--- src/dual_car_hall_call_dispatcher_defines.svh ---
// Assertion macros for the dual-car hall call dispatcher.
`ifndef DUAL_CAR_HALL_CALL_DISPATCHER_DEFINES_SVH
`define DUAL_CAR_HALL_CALL_DISPATCHER_DEFINES_SVH

// Same-cycle implication, clocked on clk, off during reset.
`define DCHD_ASSERT_IMPL(label, ante, cons) \
    label: assert property (@(posedge clk) disable iff (!rst_n) (ante) |-> (cons)) \
        else $error("dispatcher check failed");

// Next-cycle implication, clocked on clk, off during reset.
`define DCHD_ASSERT_NEXT(label, ante, cons) \
    label: assert property (@(posedge clk) disable iff (!rst_n) (ante) |=> (cons)) \
        else $error("dispatcher check failed");

`endif

--- src/dchd_pkg.sv ---
// Shared types, codes and scoring functions for the hall call dispatcher.
package dchd_pkg;

    localparam int NUM_SLOTS_DEF  = 6;
    localparam int NUM_FLOORS_DEF = 4;

    typedef enum logic [1:0] {
        OP_REGISTER = 2'd0,
        OP_CLEAR    = 2'd1,
        OP_MARK     = 2'd2,
        OP_RUN      = 2'd3
    } opcode_t;

    localparam logic [1:0] DIR_NO = 2'd0;
    localparam logic [1:0] DIR_UP = 2'd1;
    localparam logic [1:0] DIR_DN = 2'd2;

    localparam logic [1:0] OWN_NONE = 2'd0;
    localparam logic [1:0] OWN_A    = 2'd1;
    localparam logic [1:0] OWN_B    = 2'd2;

    localparam logic [2:0] CAR_IDLE  = 3'd0;
    localparam logic [2:0] CAR_UP    = 3'd1;
    localparam logic [2:0] CAR_DOWN  = 3'd2;
    localparam logic [2:0] CAR_EMERG = 3'd3;

    localparam logic [1:0] PICK_A     = 2'd0;
    localparam logic [1:0] PICK_B     = 2'd1;
    localparam logic [1:0] PICK_DEFER = 2'd2;

    localparam logic [2:0] SCORE_NEAR     = 3'd0;
    localparam logic [2:0] SCORE_PASSED   = 3'd1;
    localparam logic [2:0] SCORE_OPPOSITE = 3'd2;
    localparam logic [2:0] SCORE_NONE     = 3'd4;

    typedef enum logic [1:0] {
        S_IDLE,
        S_APPLY,
        S_SCAN,
        S_FINISH
    } ctrl_state_t;

    typedef struct packed {
        logic capture;
        logic apply;
        logic scan_step;
        logic finish;
    } dp_cmd_t;

    typedef struct packed {
        logic is_run;
        logic cand;
        logic hold_valid;
        logic idx_last;
        logic out_free;
    } dp_status_t;

    function automatic logic [2:0] car_score(input logic [2:0] st, input logic [3:0] cf,
                                             input logic [3:0] f, input logic [1:0] d);
        logic [2:0] s;
        if (st == CAR_IDLE)
            s = SCORE_NEAR;
        else if (st == CAR_UP && d == DIR_UP)
            s = (cf <= f) ? SCORE_NEAR : SCORE_PASSED;
        else if (st == CAR_DOWN && d == DIR_DN)
            s = (cf >= f) ? SCORE_NEAR : SCORE_PASSED;
        else if ((st == CAR_UP && d == DIR_DN) || (st == CAR_DOWN && d == DIR_UP))
            s = SCORE_OPPOSITE;
        else
            s = SCORE_NONE;
        return s;
    endfunction

    function automatic logic [3:0] floor_dist(input logic [3:0] x, input logic [3:0] y);
        return (x >= y) ? (x - y) : (y - x);
    endfunction

    function automatic logic [1:0] choose_car(
        input logic [2:0] as, input logic [3:0] af, input logic bp,
        input logic [2:0] bs, input logic [3:0] bf, input logic ok,
        input logic [3:0] f,  input logic [1:0] d);
        logic [2:0] sa;
        logic [2:0] sb;
        logic [1:0] pick;
        sa = (as == CAR_EMERG) ? SCORE_NONE : car_score(as, af, f, d);
        sb = (!bp || bs == CAR_EMERG) ? SCORE_NONE : car_score(bs, bf, f, d);
        if (!ok)
            pick = (sa == SCORE_NEAR) ? PICK_A : PICK_DEFER;
        else if (as == CAR_IDLE && af == f)
            pick = PICK_A;
        else if (bp && bs == CAR_IDLE && bf == f)
            pick = PICK_B;
        else if (sa != SCORE_NEAR && sb != SCORE_NEAR)
            pick = PICK_DEFER;
        else if (sa < sb)
            pick = PICK_A;
        else if (sb < sa)
            pick = PICK_B;
        else
            pick = (floor_dist(af, f) <= floor_dist(bf, f)) ? PICK_A : PICK_B;
        return pick;
    endfunction

endpackage

--- src/dual_car_hall_call_dispatcher.sv ---
// Top level of the dual-car hall call dispatcher.
//
// Input channel (in_valid/in_ready) carries one request word: register, clear
// or mark a hall call, or run a dispatch pass with the current state of both
// cars. Output channel (out_valid/out_ready) returns result words; the final
// word of each request has last set. A run returns one word per assignment in
// slot order, or one empty word when nothing was assigned.
// Sequence: a request is taken in IDLE; register, clear and mark are applied
// in the cycle after, in APPLY, and the final word is loaded into the output
// register in FINISH once that register is free. A run scans one table slot
// per cycle through the shared scoring logic while no receiver stall holds it.
// in_ready is high only between requests; the output register may still hold
// an unread word while the next request is taken.
// Receiver stall: the scan pauses when an assignment must go out and the output
// register is full; nothing is dropped.
// Reset: asynchronous, active low; clears the call table (floor 0, no
// direction, no owner), the sequencer and the output valid.
`include "dual_car_hall_call_dispatcher_defines.svh"

module dual_car_hall_call_dispatcher
    import dchd_pkg::*;
#(
    parameter int NUM_SLOTS  = NUM_SLOTS_DEF,
    parameter int NUM_FLOORS = NUM_FLOORS_DEF
)
(
    input  logic       clk,
    input  logic       rst_n,
    input  logic       in_valid,
    output logic       in_ready,
    input  logic [1:0] opcode,
    input  logic [3:0] floor,
    input  logic [1:0] direction,
    input  logic [1:0] assign_to,
    input  logic [2:0] a_state,
    input  logic [3:0] a_floor,
    input  logic       b_present,
    input  logic [2:0] b_state,
    input  logic [3:0] b_floor,
    input  logic       comm_ok,
    output logic       out_valid,
    input  logic       out_ready,
    output logic       assign_valid,
    output logic       assigned_car,
    output logic [3:0] target_floor,
    output logic [1:0] target_direction,
    output logic [2:0] pending_count,
    output logic       last
);

    dp_cmd_t    cmd;
    dp_status_t status;

    // sequencer
    dchd_ctrl u_ctrl (
        .clk      (clk),
        .rst_n    (rst_n),
        .in_valid (in_valid),
        .in_ready (in_ready),
        .status   (status),
        .cmd      (cmd)
    );

    // table, scoring and output register
    dchd_datapath #(
        .NUM_SLOTS  (NUM_SLOTS),
        .NUM_FLOORS (NUM_FLOORS)
    ) u_datapath (
        .clk              (clk),
        .rst_n            (rst_n),
        .cmd              (cmd),
        .status           (status),
        .opcode           (opcode),
        .floor            (floor),
        .direction        (direction),
        .assign_to        (assign_to),
        .a_state          (a_state),
        .a_floor          (a_floor),
        .b_present        (b_present),
        .b_state          (b_state),
        .b_floor          (b_floor),
        .comm_ok          (comm_ok),
        .out_valid        (out_valid),
        .out_ready        (out_ready),
        .assign_valid     (assign_valid),
        .assigned_car     (assigned_car),
        .target_floor     (target_floor),
        .target_direction (target_direction),
        .pending_count    (pending_count),
        .last             (last)
    );

    // one request at a time: ready drops right after an accept
    `DCHD_ASSERT_NEXT(a_one_at_a_time, in_valid && in_ready, !in_ready)
    // an empty word is always the final word of its request
    `DCHD_ASSERT_IMPL(a_empty_is_last, out_valid && !assign_valid, last)
    // an assignment names a real stored call
    `DCHD_ASSERT_IMPL(a_assign_real, out_valid && assign_valid, target_floor != 4'd0 && (target_direction == DIR_UP || target_direction == DIR_DN))

endmodule

--- src/dchd_ctrl.sv ---
// Sequencer: accept, apply or scan, then deliver the final word.
module dchd_ctrl
    import dchd_pkg::*;
(
    input  logic       clk,
    input  logic       rst_n,
    input  logic       in_valid,
    output logic       in_ready,
    input  dp_status_t status,
    output dp_cmd_t    cmd
);

    ctrl_state_t state_reg;
    ctrl_state_t state_next;
    logic        stall;

    // scan must wait when a held word needs the output register and it is full
    assign stall = status.cand && status.hold_valid && !status.out_free;

    always_ff @(posedge clk or negedge rst_n)
    begin
        if (!rst_n)
            state_reg <= S_IDLE;
        else
            state_reg <= state_next;
    end

    always_comb
    begin
        state_next = state_reg;
        unique case (state_reg)
            S_IDLE:
                if (in_valid)
                    state_next = S_APPLY;
            S_APPLY:
                state_next = status.is_run ? S_SCAN : S_FINISH;
            S_SCAN:
                if (!stall && status.idx_last)
                    state_next = S_FINISH;
            S_FINISH:
                if (status.out_free)
                    state_next = S_IDLE;
            default:
                state_next = S_IDLE;
        endcase
    end

    always_comb
    begin
        in_ready      = 1'b0;
        cmd           = '0;
        unique case (state_reg)
            S_IDLE:
            begin
                in_ready    = 1'b1;
                cmd.capture = in_valid;
            end
            S_APPLY:
                cmd.apply = !status.is_run;
            S_SCAN:
                cmd.scan_step = !stall;
            S_FINISH:
                cmd.finish = status.out_free;
            default:
                cmd = '0;
        endcase
    end

endmodule

--- src/dchd_datapath.sv ---
// Call table, captured request, scan index, held result and output register.
module dchd_datapath
    import dchd_pkg::*;
#(
    parameter int NUM_SLOTS  = NUM_SLOTS_DEF,
    parameter int NUM_FLOORS = NUM_FLOORS_DEF
)
(
    input  logic       clk,
    input  logic       rst_n,
    input  dp_cmd_t    cmd,
    output dp_status_t status,
    input  logic [1:0] opcode,
    input  logic [3:0] floor,
    input  logic [1:0] direction,
    input  logic [1:0] assign_to,
    input  logic [2:0] a_state,
    input  logic [3:0] a_floor,
    input  logic       b_present,
    input  logic [2:0] b_state,
    input  logic [3:0] b_floor,
    input  logic       comm_ok,
    output logic       out_valid,
    input  logic       out_ready,
    output logic       assign_valid,
    output logic       assigned_car,
    output logic [3:0] target_floor,
    output logic [1:0] target_direction,
    output logic [2:0] pending_count,
    output logic       last
);

    localparam int IDX_W = (NUM_SLOTS > 1) ? $clog2(NUM_SLOTS) : 1;
    localparam int CNT_W = $clog2(NUM_SLOTS + 1);
    localparam logic [3:0]       FLOOR_MAX = 4'(NUM_FLOORS);
    localparam logic [IDX_W-1:0] IDX_LAST  = IDX_W'(NUM_SLOTS - 1);

    // captured word
    opcode_t    op_reg;
    logic [3:0] floor_reg;
    logic [1:0] dir_reg;
    logic [1:0] own_reg;
    logic [2:0] a_state_reg;
    logic [3:0] a_floor_reg;
    logic       b_present_reg;
    logic [2:0] b_state_reg;
    logic [3:0] b_floor_reg;
    logic       comm_ok_reg;

    // call table
    logic [3:0] tab_floor_reg [NUM_SLOTS];
    logic [1:0] tab_dir_reg   [NUM_SLOTS];
    logic [1:0] tab_owner_reg [NUM_SLOTS];
    logic [3:0] tab_floor_next [NUM_SLOTS];
    logic [1:0] tab_dir_next   [NUM_SLOTS];
    logic [1:0] tab_owner_next [NUM_SLOTS];

    logic [IDX_W-1:0] idx_reg;
    logic [IDX_W-1:0] idx_next;

    // one assignment held back until we know whether it is the last
    logic       hold_valid_reg;
    logic       hold_valid_next;
    logic       hold_car_reg;
    logic [3:0] hold_floor_reg;
    logic [1:0] hold_dir_reg;
    logic [2:0] hold_pend_reg;

    logic       out_valid_reg;
    logic       out_valid_next;
    logic       assign_valid_reg;
    logic       assigned_car_reg;
    logic [3:0] target_floor_reg;
    logic [1:0] target_direction_reg;
    logic [2:0] pending_count_reg;
    logic       last_reg;

    logic [CNT_W-1:0] pend_now;
    logic [IDX_W-1:0] match_idx;
    logic             match_found;
    logic [IDX_W-1:0] free_idx;
    logic             free_found;
    logic             call_ok;
    logic [3:0]       cur_floor;
    logic [1:0]       cur_dir;
    logic [1:0]       cur_owner;
    logic [1:0]       pick;
    logic             cand;
    logic             out_free;
    logic             push_mid;
    logic             load_hold;

    always_comb
    begin
        pend_now = '0;
        for (int i = 0; i < NUM_SLOTS; i++)
            if (tab_floor_reg[i] != 4'd0 && tab_owner_reg[i] == OWN_NONE)
                pend_now = pend_now + CNT_W'(1);
    end

    // lowest matching slot and lowest free slot
    always_comb
    begin
        match_idx   = '0;
        match_found = 1'b0;
        free_idx    = '0;
        free_found  = 1'b0;
        for (int i = NUM_SLOTS - 1; i >= 0; i--)
        begin
            if (tab_floor_reg[i] == floor_reg && tab_dir_reg[i] == dir_reg)
            begin
                match_idx   = IDX_W'(i);
                match_found = 1'b1;
            end
            if (tab_floor_reg[i] == 4'd0)
            begin
                free_idx   = IDX_W'(i);
                free_found = 1'b1;
            end
        end
    end

    always_comb
    begin
        if (floor_reg < 4'd1 || floor_reg > FLOOR_MAX)
            call_ok = 1'b0;
        else if (floor_reg == 4'd1)
            call_ok = (dir_reg == DIR_UP);
        else if (floor_reg == FLOOR_MAX)
            call_ok = (dir_reg == DIR_DN);
        else
            call_ok = (dir_reg == DIR_UP) || (dir_reg == DIR_DN);
    end

    assign cur_floor = tab_floor_reg[idx_reg];
    assign cur_dir   = tab_dir_reg[idx_reg];
    assign cur_owner = tab_owner_reg[idx_reg];
    assign pick      = choose_car(a_state_reg, a_floor_reg, b_present_reg, b_state_reg,
                                  b_floor_reg, comm_ok_reg, cur_floor, cur_dir);
    assign cand      = (cur_floor != 4'd0) && (cur_owner == OWN_NONE) && (pick != PICK_DEFER);

    assign out_free  = !out_valid_reg || out_ready;
    assign load_hold = cmd.scan_step && cand;
    assign push_mid  = load_hold && hold_valid_reg;

    always_comb
    begin
        status.is_run     = (op_reg == OP_RUN);
        status.cand       = cand;
        status.hold_valid = hold_valid_reg;
        status.idx_last   = (idx_reg == IDX_LAST);
        status.out_free   = out_free;
    end

    always_comb
    begin
        for (int i = 0; i < NUM_SLOTS; i++)
        begin
            tab_floor_next[i] = tab_floor_reg[i];
            tab_dir_next[i]   = tab_dir_reg[i];
            tab_owner_next[i] = tab_owner_reg[i];
        end
        if (cmd.apply)
        begin
            unique case (op_reg)
                OP_REGISTER:
                    if (call_ok)
                    begin
                        if (match_found)
                            tab_owner_next[match_idx] = OWN_NONE;
                        else if (free_found)
                        begin
                            tab_floor_next[free_idx] = floor_reg;
                            tab_dir_next[free_idx]   = dir_reg;
                            tab_owner_next[free_idx] = OWN_NONE;
                        end
                    end
                OP_CLEAR:
                    if (match_found)
                    begin
                        tab_floor_next[match_idx] = 4'd0;
                        tab_dir_next[match_idx]   = DIR_NO;
                        tab_owner_next[match_idx] = OWN_NONE;
                    end
                OP_MARK:
                    if (match_found && own_reg <= OWN_B)
                        tab_owner_next[match_idx] = own_reg;
                OP_RUN:
                    tab_owner_next[match_idx] = tab_owner_reg[match_idx];
                default:
                    tab_owner_next[match_idx] = tab_owner_reg[match_idx];
            endcase
        end
        if (load_hold)
            tab_owner_next[idx_reg] = (pick == PICK_A) ? OWN_A : OWN_B;
    end

    always_comb
    begin
        idx_next = idx_reg;
        if (cmd.capture)
            idx_next = '0;
        else if (cmd.scan_step && idx_reg != IDX_LAST)
            idx_next = idx_reg + IDX_W'(1);
    end

    always_comb
    begin
        hold_valid_next = hold_valid_reg;
        if (cmd.capture || cmd.finish)
            hold_valid_next = 1'b0;
        else if (load_hold)
            hold_valid_next = 1'b1;
    end

    always_comb
    begin
        out_valid_next = out_valid_reg;
        if (push_mid || cmd.finish)
            out_valid_next = 1'b1;
        else if (out_ready)
            out_valid_next = 1'b0;
    end

    always_ff @(posedge clk or negedge rst_n)
    begin
        if (!rst_n)
        begin
            for (int i = 0; i < NUM_SLOTS; i++)
            begin
                tab_floor_reg[i] <= 4'd0;
                tab_dir_reg[i]   <= DIR_NO;
                tab_owner_reg[i] <= OWN_NONE;
            end
            idx_reg        <= '0;
            hold_valid_reg <= 1'b0;
            out_valid_reg  <= 1'b0;
        end
        else
        begin
            for (int i = 0; i < NUM_SLOTS; i++)
            begin
                tab_floor_reg[i] <= tab_floor_next[i];
                tab_dir_reg[i]   <= tab_dir_next[i];
                tab_owner_reg[i] <= tab_owner_next[i];
            end
            idx_reg        <= idx_next;
            hold_valid_reg <= hold_valid_next;
            out_valid_reg  <= out_valid_next;
        end
    end

    // payload registers, no reset
    always_ff @(posedge clk)
    begin
        if (cmd.capture)
        begin
            op_reg        <= opcode_t'(opcode);
            floor_reg     <= floor;
            dir_reg       <= direction;
            own_reg       <= assign_to;
            a_state_reg   <= a_state;
            a_floor_reg   <= a_floor;
            b_present_reg <= b_present;
            b_state_reg   <= b_state;
            b_floor_reg   <= b_floor;
            comm_ok_reg   <= comm_ok;
        end
        if (load_hold)
        begin
            hold_car_reg   <= (pick == PICK_B);
            hold_floor_reg <= cur_floor;
            hold_dir_reg   <= cur_dir;
            hold_pend_reg  <= 3'(pend_now - CNT_W'(1));
        end
        if (push_mid)
        begin
            assign_valid_reg     <= 1'b1;
            assigned_car_reg     <= hold_car_reg;
            target_floor_reg     <= hold_floor_reg;
            target_direction_reg <= hold_dir_reg;
            pending_count_reg    <= hold_pend_reg;
            last_reg             <= 1'b0;
        end
        else if (cmd.finish)
        begin
            last_reg <= 1'b1;
            if (hold_valid_reg)
            begin
                assign_valid_reg     <= 1'b1;
                assigned_car_reg     <= hold_car_reg;
                target_floor_reg     <= hold_floor_reg;
                target_direction_reg <= hold_dir_reg;
                pending_count_reg    <= hold_pend_reg;
            end
            else
            begin
                assign_valid_reg     <= 1'b0;
                assigned_car_reg     <= 1'b0;
                target_floor_reg     <= 4'd0;
                target_direction_reg <= DIR_NO;
                pending_count_reg    <= 3'(pend_now);
            end
        end
    end

    assign out_valid        = out_valid_reg;
    assign assign_valid     = assign_valid_reg;
    assign assigned_car     = assigned_car_reg;
    assign target_floor     = target_floor_reg;
    assign target_direction = target_direction_reg;
    assign pending_count    = pending_count_reg;
    assign last             = last_reg;

endmodule
--- config.mk ---
export PLATFORM = sky130hd
export DESIGN_NAME = dual_car_hall_call_dispatcher
export DESIGN_NICKNAME = d
export VERILOG_FILES = /design/src/dchd_pkg.sv /design/src/dual_car_hall_call_dispatcher.sv /design/src/dchd_ctrl.sv /design/src/dchd_datapath.sv
export VERILOG_INCLUDE_DIRS = /design/src /design/src/src
export SDC_FILE = /design/constraint.sdc
export NUM_CORES = 1
export LEC_CHECK = 0
export BUFFER_PORTS_ARGS = -buffer_cell sky130_fd_sc_hd__buf_2
export CAP_MARGIN = 20
export CORE_ASPECT_RATIO = 0.6
export CORE_MARGIN = 3
export CORE_UTILIZATION = 40
export DETAILED_ROUTE_END_ITERATION = 12
export HOLD_SLACK_MARGIN = 0.1
export PLACE_DENSITY_LB_ADDON = 0.08
export SLEW_MARGIN = 15
export SYNTH_ARGS = -nofsm -noshare
export SYNTH_HDL_FRONTEND = slang
export SYNTH_SLANG_ARGS = --single-unit
--- constraint.sdc ---
create_clock -name clk -period 7.26 [get_ports clk]
set_input_delay 1.452 -clock clk [delete_from_list [all_inputs] [get_ports clk]]
set_output_delay 1.452 -clock clk [all_outputs]
set_load 0.02 [all_outputs]
== Word-level counts from Yosys, hierarchy flattened ==
Cells that the tools add are included.
Storage, ports and cells
  bits in registers: 103
  bits of input ports: 30
  output and inout bits: 14
  word-level logic and storage cells: 338
Cells by class
  add/subtract/negate cells: 11
  magnitude comparators: 16
  eq/ne operators: 43
  multiplexer cells: 132
  bitwise logic cells: 10
  reduce and logical (&&, ||, !) cells: 84
Operator list (number)
  $mux W12: 11
  $mux W24: 4
  $mux W3: 32
  $bwmux W12: 4
  $pmux W12 S4: 1
  $pmux W24 S2: 1
  $mux W2: 23
  $and A12 B12 Y12: 3
  $logic_and A1 B1 Y1: 36
  $mux W4: 9
  $mux W1: 35
  $eq A4 B4 Y1: 8
  $reduce_bool A4 Y1: 7
  $and A24 B24 Y24: 1
  $bwmux W24: 1
  $demux W4 S3: 2
  $logic_not A4 Y1: 6
  $not A12 Y12: 2
  $not A24 Y24: 1
  $pmux W12 S2: 1
  $logic_not A2 Y1: 10
  $bmux W2 S3: 3
  $demux W2 S3: 3
  $lt A4 B1 Y1 const B: 4
  31 further kinds: 88

== Longest topological paths before layout ==
  depth in word-level cells: 29
  depth in mapped cells: 22
  depth with buffers taken out: 21

== Modules after synthesis ==
Synthesis repeated with hierarchy kept, for this count alone.
Unflattened totals
  cells, all modules: 713
  area, all modules: 7105.6 um^2
By module, submodules not included
  dchd_datapath: instances 1, cells an instance 689, area an instance 6870.3 um^2, seq. area each 2747.6 um^2
  dchd_ctrl: instances 1, cells an instance 24, area an instance 235.2 um^2, seq. area each 50.0 um^2

== Worst setup path after synthesis ==
No wires, ideal clock.
  kind: reg2reg
  from: reg u_datapath.idx_reg[0]
  to: reg u_datapath.assigned_car_reg (netlist: u_datapath.assigned_car) (enable)
  library setup time: 0.336 ns
  arrival: 4.519 ns
  data required time: 6.924 ns
  slack: 2.404 ns
  cell stages (with the launch flop): 17
  path buffers: 3
  period minus slack after synthesis: 4.856 ns
  path through: dfrtp_1 buf_2 clkbuf_1 buf_1 o21ai_0 inv_1 ha_1 inv_1 fa_1 a21o_1 a21oi_1 o31a_1 o22ai_1 a211oi_2 o21ai_2 nor3_1 a21o_1
On the way
  elaborated cells between the ends (all ways): 77
  those cells by class: add/sub: 4; order compare: 7; eq/ne: 5; mux: 34; bitwise: 1; reduce/logical: 26
RTL lines
  start: declaration: line dchd_datapath.sv:58  | logic [IDX_W-1:0] idx_reg;
  start signal: assignment: line dchd_datapath.sv:247  | idx_reg <= idx_next;
  $not A3 Y4 (implied by the code) *: line dchd_datapath.sv:135  | assign cur_floor = tab_floor_reg[idx_reg];
  $bmux W4 S3 *: line dchd_datapath.sv:135
  $mux W4 (implied by the code) * (2 in series): line dchd_datapath.sv:135
  named net u_datapath.cur_floor[0]: line dchd_datapath.sv:84  | logic [3:0] cur_floor;
  $ge A4 B4 Y1: line dchd_pkg.sv:66, dchd_pkg.sv:75
  $mux W1: line dchd_pkg.sv:66  | s = (cf >= f) ? SCORE_NEAR : SCORE_PASSED;
  $mux W3: line dchd_pkg.sv:65  | else if (st == CAR_DOWN && d == DIR_DN)
  $mux W3: line dchd_pkg.sv:63  | else if (st == CAR_UP && d == DIR_UP)
  (+9 left out)
  $ne A2 B2 Y1: line dchd_datapath.sv:140  | assign cand = (cur_floor != 4'd0) && (cur_owner == OWN_NONE) && (pick != PICK_DEFER);
  $logic_and A1 B1 Y1 *: line dchd_datapath.sv:140
  $logic_and A1 B1 Y1 (2 in series): line dchd_ctrl.sv:18  | assign stall = status.cand && status.hold_valid && !status.out_free;
  $logic_not A1 Y1: line dchd_ctrl.sv:61  | cmd.scan_step = !stall;
  $mux W1: line dchd_ctrl.sv:52  | unique case (state_reg)
  $logic_and A1 B1 Y1 *: line dchd_datapath.sv:143  | assign load_hold = cmd.scan_step && cand;
  $logic_and A1 B1 Y1 *: line dchd_datapath.sv:144  | assign push_mid = load_hold && hold_valid_reg;
  $reduce_bool A2 Y1 (no source line) *
  end signal: assignment: line dchd_datapath.sv:279  | assigned_car_reg <= hold_car_reg;
  end signal: assignment: line dchd_datapath.sv:291  | assigned_car_reg <= hold_car_reg;
  end: declaration: line dchd_datapath.sv:72  | logic assigned_car_reg;
Mark *: on every way through the listed nets, which the timed path passes. The rest lies on a longest branch. The select of a mux whose other input is x is not followed.
A chain may end at the register's enable or synchronous reset.

==> results_dict.tcl <==
set metrics [dict create \
    hold_path.class "reg -> reg" \
    cellLeakagePower_uw 0.00299 \
    rsz0062_at_grt "no" \
    area_delta_synth_final_pct 10.6 \
    grt_max_degree 56 \
    hold_buffers 0 \
    fin_crit_sh_pct 82.8 \
    setup_ws_ns 1.25 \
    htree_levels 3 \
    p_switching_uw 1100 \
    synth_edf_count 46 \
    finalSetupViolCount 0 \
    antenna_found_initial 0 \
    gp_congestion 0.954 \
    cts.repair.resized 0 \
    dieArea_mm2 0.0184 \
    slew_viol_final 0 \
    fmax_mhz 166 \
    root_buffer "clkbuf_16" \
    worst_setup_path_start_kind "register" \
    timing.rr.start "u_datapath.idx_reg[1]$_DFFE_PN0P_" \
    cpMostUsedCell "o21ai_0" \
    finalCriticalPeriod_ns 6.01 \
    switching_share_pct 43.1 \
    power_frac_seq_pct 35.4 \
    hold_ws_ns 0.488 \
    critPathMaxStageDelay_ns 0.70 \
    ys_async_sr_fraction_pct 53.4 \
    ys_warn_count 0 \
    yosys.cell_count.top_type "dfrtp_1" \
    drcViolationCount 0 \
    synth-main-ff-cell "dfrtp_1" \
    power.internal_uw 1460 \
    cap_viol_max_count 0 \
    ys_types 77 \
    yosysTopAreaCell "edfxtp_1" \
    critical_path.startpoint "u_datapath.idx_reg[1]$_DFFE_PN0P_" \
    slew_headroom_pct 29.6 \
    clk_path_buf_depth 2 \
    vias_per_cell 5.80 \
    synth.area.top_cells "edfxtp_1, dfrtp_1, ha_1, mux2i_1, xnor2_1" \
    cts_tree "done" \
    grt.overflow.total 0 \
    die_h_um 106 \
    grt_pass1_wl_mm 29.8 \
    power_density_mw_per_mm2 345 \
    cp_max_fo 17 \
    first_pass_iters 5 \
    synth_commonest_cells "dfrtp_1, nor2_1, edfxtp_1, inv_1, nand2_1" \
    largest_reg_flops 24 \
    cp_slowest_cell "a211oi_1" \
    diodes 0 \
    dpl.cell_count 911 \
    drt_first_iter_violations 503 \
    syn_nets 737 \
    drive_gt1_share_pct 13.0 \
    rows 35 \
    vias 5385 \
    cts-buffers-inserted 9 \
    r2r_slack_ns 1.25 \
    finClkSkew_ns 0.0119 \
    synth-seq-area-share_pct 41.7 \
    gr-usage-all-layers_pct 20.7 \
    pwr-share-clk_pct 18.8 \
    timing.rr.end "u_datapath.tab_owner_reg[10]$_DFF_PN0_" \
    rr_worst_depth 19 \
    routed_wl_mm 18.7 \
    netlist_instances 668 \
    wl_per_cell_um 20.2 \
    ant_nets 0 \
    top_level_ports 44 \
    final_util_pct 46.7 \
    hold_depth 2 \
    tns_ns 0 \
    pre_cts_ws_ns 1.34 \
    path_class "reg -> reg" \
    final_nets 770 \
    start_util_pct 42.2 \
    clk_latency_ns 0.35 \
    yosysTopAreaCellShare_pct 20.6 \
    clock_sinks 103 \
    combPwrFrac_pct 45.8 \
    endpoint "u_datapath.tab_owner_reg[10]$_DFF_PN0_" \
    ir_drop_mv 0.178 \
    status "completed" \
    io_buffers 43 \
    critPathArrivalTime_ns 6.27 \
    syn_area_per_cell_um2 10.0 \
    crit_path_end_kind "register" \
    cp.required_ns 7.52 \
    die_w_um 173 \
    nFillCells 1486 \
    hpwl_mm 14.3 \
    path_clk_slew_ns 0.08 \
    grt_pass1_vias 5253 \
    cts_setup_buffers 0 \
    design.core.area_mm2 0.0159 \
    hp-start "u_datapath.last$_SDFFE_PP0P_" \
    tightest_slew_ns 1.05 \
    final_hold_viol_count 0 \
    fin_cells 928 \
    worstPathCellList "nor2b_1 > a221o_1 > o21ai_0 > inv_1 > ha_1 > inv_1 > fa_1 > a21o_1 > a211oi_1 > mux2_2 > ha_1 > nor2b_1 > o21a_1 > o21a_1 > o21ai_0 > a41oi_1 > o21ai_0 > o21ai_0 > mux2i_1" \
    ys_ff_latch 103 \
    syn-cell-area_mm2 0.00671 \
]
-- layout by cell type (no fill, tap or decap), types with 3 or more instances in the layout --
cell,Yosys,routed
a21oi_1,33,33
nor2b_1,11,11
and3_1,4,4
nand2b_1,5,5
o21a_1,8,8
o211ai_1,7,7
buf_2,10,43
or4_1,4,4
fa_1,4,4
mux2_2,9,9
and2_1,17,17
a211o_1,3,3
o22ai_1,6,6
a221oi_1,3,3
dfrtp_1,55,55
a31oi_1,4,4
o21ai_0,23,23
nor2_1,47,46
nand4_1,9,9
mux2i_1,31,31
ha_1,35,35
nor4_1,13,13
buf_4,0,5
a21o_1,11,11
clkbuf_16,0,9
xor2_1,21,21
nor3_1,18,17
or3_1,4,4
a41oi_1,4,4
edfxtp_1,46,46
nand2_1,39,39
a22o_1,26,26
inv_1,41,41
a211oi_1,5,5
nand3_1,13,13
xnor2_1,27,27
inv_6,0,3
-- power by group through the flow --
stage / logic, uW / registers (uW) / clock network [uW]
final: 1170 / 906 / 480
after floorplan: 898 / 839 / 0
after CTS: 1170 / 904 / 491
after global placement: 1120 / 911 / 0
after global routing: 1310 / 927 / 514
after detailed placement: 1160 / 917 / 0
-- metal layers --
metal	up-vias	GRT usage (%)	part of all wire [%]	wire length [um]
met2	206	28.1	38	7200
met1	2626	32.3	51	9590
met5	-	0	0	0
met4	0	2.95	0.63	117
met3	13	6.67	9.7	1810
li1	2540	-	-	-
-- cell type report --
class                   count  area [um^2]  area share, %
well taps                 222          278           3.74
repair buffers             49          258           3.47
multi-input cells         497         3650           49.2
flip-flops and latches    103         2800           37.7
clock buffers               9          225           3.03
clock inverters             7         60.1          0.809
inverters                  41          154           2.07
-- logic make-up after synthesis --
kind of cell | synth area share (%)
AOI/OAI and AO/OA | 18.2
xor gates and xnor gates | 6.26
muxes | 6.13
and+or+nand+nor | 15.9
adders and majority gates | 7.72
DFF | 41.7
buffers and inverters | 4.10
-- worst max-delay path: cells and delay by family, from the launching register on --
kind                       cells  cell delay, ns
buffers and inverters          2            0.28
and+or+nand+nor                2            0.51
DFF                            1            0.69
AOI/OAI and AO/OA             10            2.84
adders and majority gates      3            0.92
muxes                          2            0.67
-- metrics by stage --
step	total power, uW	instance area [um^2]
final	2560	7420
after global routing	2760	7420
after CTS	2560	7420
after detailed placement	2070	7130
after global placement	2030	7130
after floorplan	1740	6710
-- worst min-delay path by stage --
stage / endpoint / slack [ns]
floorplan: u_datapath.pending_count[0]$_DFFE_PP_ / 0.50
global placement: u_datapath.last$_SDFFE_PP0P_ / 0.48
detailed placement: u_datapath.last$_SDFFE_PP0P_ / 0.48
CTS: u_datapath.last$_SDFFE_PP0P_ / 0.49
global route: u_datapath.last$_SDFFE_PP0P_ / 0.54
finish: u_datapath.last$_SDFFE_PP0P_ / 0.49
No activity file was read; power rests on OpenSTA's default activity.
